[src/rtl/assert_macros.svh]
// Assertion macros shared by the rotation-to-Euler RTL.
// Expects signals named clock and reset in the module that uses them.
`ifndef ASSERT_MACROS_SVH
`define ASSERT_MACROS_SVH

// Same-cycle implication, disabled during reset
`define RMTE_ASSERT_IMP(label, ante, cons, msg) \
   label: assert property (@(posedge clock) disable iff (reset) (ante) |-> (cons)) \
      else $error(msg);

// Next-cycle implication, disabled during reset
`define RMTE_ASSERT_NEXT(label, ante, cons, msg) \
   label: assert property (@(posedge clock) disable iff (reset) (ante) |=> (cons)) \
      else $error(msg);

`endif

[src/rtl/rmte_pkg.sv]
// Package for the rotation-matrix-to-Euler block: widths, register codes,
// the queue entry type and the CORDIC arctangent table. No dependencies.
package rmte_pkg;

   localparam int RW           = 32;   // matrix element, Q2.30
   localparam int NEL          = 9;    // matrix elements
   localparam int PW           = 64;   // element product
   localparam int SW           = 66;   // sum of three products
   localparam int DW           = 22;   // capped identity difference
   localparam int QW           = 2 * DW;
   localparam int EW           = QW + 4; // sum of nine squares
   localparam int TW           = 40;   // tolerance registers
   localparam int SYW          = 64;   // sy squared
   localparam int OW           = RW + 1; // CORDIC operand
   localparam int XW           = OW + 4; // CORDIC vector with growth
   localparam int ACW          = 32;   // angle accumulator
   localparam int AW           = 31;   // result angle, Q3.28
   localparam int CORDIC_STEPS = 24;
   localparam int SQRT_STEPS   = SYW / 2;
   localparam int QDEPTH       = 4;
   localparam int QAW          = $clog2(QDEPTH);
   localparam int QCW          = QAW + 1;
   localparam int CSR_IW       = 8;

   localparam logic [CSR_IW-1:0] CSR_ORTHO_TOL = CSR_IW'(0);
   localparam logic [CSR_IW-1:0] CSR_SING_TOL  = CSR_IW'(1);

   localparam logic [TW-1:0]         TOL_RESET   = TW'(1152922);
   localparam logic signed [ACW-1:0] Q28_PI      = ACW'(843314857);
   localparam logic signed [ACW-1:0] Q28_HALF_PI = ACW'(421657428);
   localparam logic [DW-1:0]         DIFF_CAP    = DW'(2097152);
   localparam logic signed [SW-1:0]  ONE_Q30     = SW'(1073741824);
   localparam logic signed [SW-1:0]  HALF_Q30    = SW'(536870912);

   typedef logic signed [RW-1:0] elem_type;

   // One classified matrix waiting for the angle pipeline
   typedef struct packed {
      logic                  rot;
      logic                  sing;
      logic [SYW-1:0]        sy2;
      logic signed [OW-1:0]  ay_y;
      logic signed [OW-1:0]  ax_y;
      logic signed [OW-1:0]  ax_x;
      logic signed [OW-1:0]  az_y;
      logic signed [OW-1:0]  az_x;
   } job_type;

   // round(atan(2^-i) * 2^28)
   function automatic logic signed [ACW-1:0] atan_lut(input int unsigned i);
      logic signed [ACW-1:0] t;
      unique case (i)
         0:  t = ACW'(210828714);
         1:  t = ACW'(124459457);
         2:  t = ACW'(65760959);
         3:  t = ACW'(33381290);
         4:  t = ACW'(16755422);
         5:  t = ACW'(8385879);
         6:  t = ACW'(4193963);
         7:  t = ACW'(2097109);
         8:  t = ACW'(1048571);
         9:  t = ACW'(524287);
         10: t = ACW'(262144);
         11: t = ACW'(131072);
         12: t = ACW'(65536);
         13: t = ACW'(32768);
         14: t = ACW'(16384);
         15: t = ACW'(8192);
         16: t = ACW'(4096);
         17: t = ACW'(2048);
         18: t = ACW'(1024);
         19: t = ACW'(512);
         20: t = ACW'(256);
         21: t = ACW'(128);
         22: t = ACW'(64);
         23: t = ACW'(32);
         24: t = ACW'(16);
         25: t = ACW'(8);
         26: t = ACW'(4);
         27: t = ACW'(2);
         28: t = ACW'(1);
         default: t = '0;
      endcase
      return t;
   endfunction

endpackage

[src/rtl/rmte_queue.sv]
// Short queue between the front and back parts, kept in flops.
// Depends on rmte_pkg.
`include "assert_macros.svh"
module rmte_queue (
   input  logic              clock,
   input  logic              reset,
   input  logic              push_valid,
   output logic              push_ready,
   input  rmte_pkg::job_type push_data,
   output logic              pop_valid,
   input  logic              pop_ready,
   output rmte_pkg::job_type pop_data
);
   import rmte_pkg::*;

   job_type        entry_ff [QDEPTH];
   logic [QAW-1:0] wptr_ff, rptr_ff;
   logic [QCW-1:0] count_ff;
   logic           push, pop;

   assign push_ready = count_ff != QCW'(QDEPTH);
   assign pop_valid  = count_ff != '0;
   assign pop_data   = entry_ff[rptr_ff];
   assign push       = push_valid && push_ready;
   assign pop        = pop_valid && pop_ready;

   // Track pointers and fill level
   always_ff @(posedge clock) begin
      if (reset) begin
         wptr_ff  <= '0;
         rptr_ff  <= '0;
         count_ff <= '0;
      end else begin
         if (push) begin
            wptr_ff <= wptr_ff + 1'b1;
         end
         if (pop) begin
            rptr_ff <= rptr_ff + 1'b1;
         end
         if (push && !pop) begin
            count_ff <= count_ff + 1'b1;
         end else if (pop && !push) begin
            count_ff <= count_ff - 1'b1;
         end
      end
   end

   always_ff @(posedge clock) begin
      if (push) begin
         entry_ff[wptr_ff] <= push_data;
      end
   end

   `RMTE_ASSERT_NEXT(a_queue_fill, push && !pop, count_ff == $past(count_ff) + 1'b1, "queue count did not rise on push")

endmodule

[config.mk]
export PLATFORM = sky130hd
export DESIGN_NAME = rmte_queue
export DESIGN_NICKNAME = d
export VERILOG_FILES = /design/src/rtl/rmte_pkg.sv /design/src/rtl/rmte_queue.sv
export VERILOG_INCLUDE_DIRS = /design/src /design/src/rtl
export SDC_FILE = /design/constraint.sdc
export NUM_CORES = 1
export LEC_CHECK = 0
export ABC_AREA = 0
export BUFFER_PORTS_ARGS = -buffer_cell sky130_fd_sc_hd__buf_2
export CAP_MARGIN = 20
export CORE_ASPECT_RATIO = 0.8
export CORE_MARGIN = 2
export CORE_UTILIZATION = 40
export DETAILED_ROUTE_END_ITERATION = 8
export PLACE_DENSITY = 0.63
export REMOVE_ABC_BUFFERS = 1
export SYNTH_ARGS = -nofsm -noshare
export SYNTH_HDL_FRONTEND = slang
export SYNTH_SLANG_ARGS = --single-unit
[constraint.sdc]
create_clock -name clock -period 18.36 [get_ports clock]
set_input_delay 0.918 -clock clock [delete_from_list [all_inputs] [get_ports clock]]
set_output_delay 0.918 -clock clock [all_outputs]
set_load 0.02 [all_outputs]
---- After elaboration in Yosys (flattened, before gate mapping) ----
Memories as Yosys holds them, arrays and structs flattened. A register that Yosys moved wholly into a read port is not among the register bits.
Index checks and enable logic that the tools add are counted.
cells by class
  equality and inequality tests ........... 1
  add/sub/neg operators ................... 4
  mux-type cells .......................... 6
  reduce and logical (&&, ||, !) cells .... 8
operators by type and width
  cell                 count
  $mux 3               2
  $add 2x1->2 const B  2
  $logic_and 1x1->1    4
  $mux 2               2
  $add 3x1->3 const B  1
  $ne 3x3->1 const B   1
  $reduce_bool 3->1    1
  $sub 3x1->3 const B  1
  $logic_not 1->1      2
  $mux 1               2
  $reduce_bool 2->1    1
storage, ports and cells
  word-level logic and storage cells ...... 23
  output and inout port bits .............. 233
  memories ................................ 1
  register bits after elaboration ......... 7
  bits of input ports ..................... 235
  RAM bits ................................ 924
memories
  name      depth  width  read ports  clocked after Yosys merged registers in  write ports  line              source
  entry_ff  4      231    1           1                                        1            rmte_queue.sv:16  job_type entry_ff [QDEPTH];

---- Logic depth before layout (Yosys ltp) ----
  word-level depth ........................ 6
  depth in mapped cells ................... 8
  gate-level depth less buffers ........... 8

---- Worst setup path before layout ----
Ideal clock, no wire load.
  path type ............................... input to register
  start ................................... input push_valid
  end ..................................... memory entry_ff[0][0] (netlist name), enable pin
  setup time .............................. 0.621 ns
  buffers on the path ..................... 0
  cell stages on the path ................. 2
  setup slack ............................. 11.262 ns
  data arrival time ....................... 6.477 ns
  required time ........................... 17.739 ns
  path through ............................ a21boi_2 -> and2_1
on the way
  word-level cells in the longest chain between the ends .. 3
RTL lines
  element                       line              source
  start: declaration            rmte_queue.sv:7   input logic push_valid,
  $logic_and 1x1->1             rmte_queue.sv:24  assign push = push_valid && push_ready;
  $mux 1                        rmte_queue.sv:49  if (push) begin
  $mux 1 (not written as such)  rmte_queue.sv:50  entry_ff[wptr_ff] <= push_data;
  end: declaration              rmte_queue.sv:16
Every way passes these cells.

==> metrics.log <==
INFO  metric chipHeight = 264 um
INFO  metric clock_tree.root_cell = clkbuf_16
INFO  metric multi_input_comb_area = 5480 sq um
INFO  metric slowest_delay = 940 ps
INFO  metric flop_pwr_share = 45.3%
INFO  metric power.clock.fraction = 30.2%
INFO  metric worst_path_most_repeated_cell = buf_4
INFO  metric hold_slack = 494 ps
INFO  metric core_area = 83800 sq um
INFO  metric initial_utilization = 40.3%
INFO  metric tritoncts_num_sinks = 933
INFO  metric post_cts.resized_instances = 0
INFO  metric post_drt_via_cell_ratio = 5.07
INFO  metric worstPathArrival = 4130 ps
INFO  metric worst_setup_hold_path_clk_slew = 60 ps
INFO  metric area.growth.synth_to_final = 19.1%
INFO  metric layout_commonest_cell = edfxtp_1
INFO  metric fill_count = 6817
INFO  metric timing.final.ws_setup = 13310 ps
INFO  metric yosysSeqAreaShare = 82.6%
INFO  metric area.sequential = 27900 sq um
INFO  metric worstSetupPathDepth = 4
INFO  metric setup.worst_path.end_class = primary output
INFO  metric wirelength = 67.4 mm
INFO  metric number_of_global_route_vias_before_repair = 16.1k
INFO  metric wire_length_of_the_first_global_routing_pass = 101 mm
INFO  metric power.ir.vdd_worst = 0.000115 V
INFO  metric drt_first_iter_violations = 990
INFO  metric grt_setup_unrepaired = no
INFO  metric port_buffers = 467
INFO  metric final_nets = 2022
INFO  metric power_report.internal_total = 4.18 mW
INFO  metric setup.worst_path.start_class = flip-flop
INFO  metric finalInstanceArea = 40300 sq um
INFO  metric dpl-instance-area = 37400 sq um
INFO  metric mostFrequentLayoutCells = 924 x edfxtp_1, 467 x buf_2, 231 x mux4_2
INFO  metric post_synth.cell_area_avg = 26.9 sq um
INFO  metric outcome = finished, final reports clean
INFO  metric crit_chain = buf_4 -> buf_4 -> mux4_2 -> buf_2
INFO  metric die_x = 329 um
INFO  metric clock-skew-final = 28.7 ps
INFO  metric transition_time_at_the_pin_with_the_least_slew_margin = 1310 ps
INFO  metric stdcell_count = 2978
INFO  metric drv.max_cap_violation_count = 0
INFO  metric finalPower = 5.88 mW
INFO  metric cts_made_buffers = 91
INFO  metric worst_skew_pair.late_latency = 640 ps
INFO  metric max_slew_violation_total_from_the_final_report = 0
INFO  metric final_weighted_congestion_of_routability_driven_global_placement = 0.766
INFO  metric cts_hold_buf = 0
INFO  metric worstPathMaxFanout = 44
INFO  metric netlist_area = 33800 sq um
INFO  metric ant_nets = 0
INFO  metric core.rowCount = 95
INFO  metric cts_tree = built
INFO  metric combPwrFrac = 24.4%
INFO  metric critPathBufInv = 3
INFO  metric synth_largest_area_cell = edfxtp_1
INFO  metric timing.hold.worst.class = in2reg
INFO  metric maxClockFrequency = 198 MHz
INFO  metric synthesis.instances = 1255
INFO  metric critPathRequiredTime = 17440 ps
INFO  metric fin_crit = 5050 ps
INFO  metric grt_use_total = 15.5%
INFO  metric swShare = 28.8%
INFO  metric timing.critical_path.max_delay_family = buffers and inverters
INFO  metric p_sw = 1.69 mW
INFO  metric min_path_cells = 1
INFO  metric reg2reg_depth = 6
INFO  metric globalRouteOverflowTotal = 0
INFO  metric timing.slew.headroom = 12.8%
INFO  metric synthDominantCellAreaShare = 82.1%
INFO  metric ys_ff_latch = 933
INFO  metric timing.final.crit_share = 27.5%
INFO  metric final_core_utilization = 48.0%
INFO  metric dp_hpwl = 40.4 mm
INFO  metric setup_ws_pre_cts = 13790 ps
INFO  metric ctsLongestPathBuffers = 3
INFO  metric htree_levels = 3
INFO  metric detailroute.via_count = 15.1k
INFO  metric cp_slowest_cell = dfxtp_4
INFO  metric drt-pass1-iter-count = 4
INFO  metric die_area = 86900 sq um
INFO  metric ys_top_cells_by_area = edfxtp_1 82%, mux4_2 15%, buf_6 0.73%
INFO  metric placed_cells_incl_taps = 2803
INFO  metric final.setup.tns = 0 ps
INFO  metric setup-violations-final = 0
INFO  metric synth_cell_types = 22
INFO  metric fraction_of_final_layout_cells_sized_beyond_drive_strength_1 = 46.1%
INFO  metric antenna_found_initial = 15
INFO  metric io-pin-count = 468
INFO  metric setup.worst_path.class = reg2out
INFO  metric yosys_warnings = 0
INFO  metric p_per_area = 146 nW/um^2
INFO  metric post_cts_buffers = 0
INFO  metric drc = 0
INFO  metric timing_hold_violations_final = 0
INFO  metric static-leakage-power = 13.2 nW
INFO  metric wl_per_cell = 22.6 um
INFO  metric grt_start_max_net_pins = 130
[sequential cells by signal, indices dropped and copies added, names as in the netlist, named ones only]
name	cells
rptr_ff	2
count_ff	3
entry_ff	924
wptr_ff	2
[cell usage after synthesis]
cell type and number:
a21oi_1 1, fa_1 1, nand2b_1 2, nand2_1 1, dfxtp_1 9, mux2i_1 2, o21ai_0 1, and2_1 4
inv_1 3, xor2_1 4, mux4_2 231, mux2_2 1, buf_2 25, buf_6 22, o31ai_1 1, nor2_1 8
o311ai_0 1, a21boi_2 1, or3_1 2, edfxtp_1 924, clkbuf_1 6, ha_1 5
[worst paths after layout]
path	slack, ps	start	end
setup / recovery	13310	flip-flop	pop_data[25]
hold / removal	490	push_data[140]	entry_ff[2][140]
hold reg to reg	520	wptr_ff[1]	wptr_ff[1]
setup reg to reg	14680	count_ff[0]	entry_ff[2][185]
[power by group through the flow]
| stage | combinational (mW) | clock, mW | sequential, mW |
|---|---|---|---|
| floorplan | 1.02 | 0 | 2.84 |
| global placement | 1.47 | 0 | 2.70 |
| detailed placement | 1.47 | 0 | 2.71 |
| CTS | 1.48 | 1.83 | 2.67 |
| global route | 1.54 | 1.91 | 2.69 |
| finish | 1.44 | 1.78 | 2.66 |
[per-layer routing]
layer	wire [um]	global-route usage, %
met1	26700	19.7
met2	33700	25.2
met3	5400	5.32
met4	1470	4.52
met5	126	0
[cells by family (layout without fill, tap and decap cells)]
group           after synthesis  in the layout  share of synthesized area, %
compound gates                5              5                         0.111
simple gates                 17             17                         0.248
flops                       933            933                          82.6
mux                         234            234                          15.5
fa+ha+maj                     6              6                         0.244
buf+inv                      56            657                          1.20
xor+xnor                      4              4                         0.104
other cells                   0              7                             0
[layout make-up]
class	instances	area share [%]
repair buffers	486	6.30
clock buffers	111	6.00
flip-flops and latches	933	69.4
well taps	1115	3.47
clock inverters	57	1.14
inverters	3	0.0280
diodes	7	0.0435
multi-input cells	266	13.6
(Power assumes the default switching activity.)
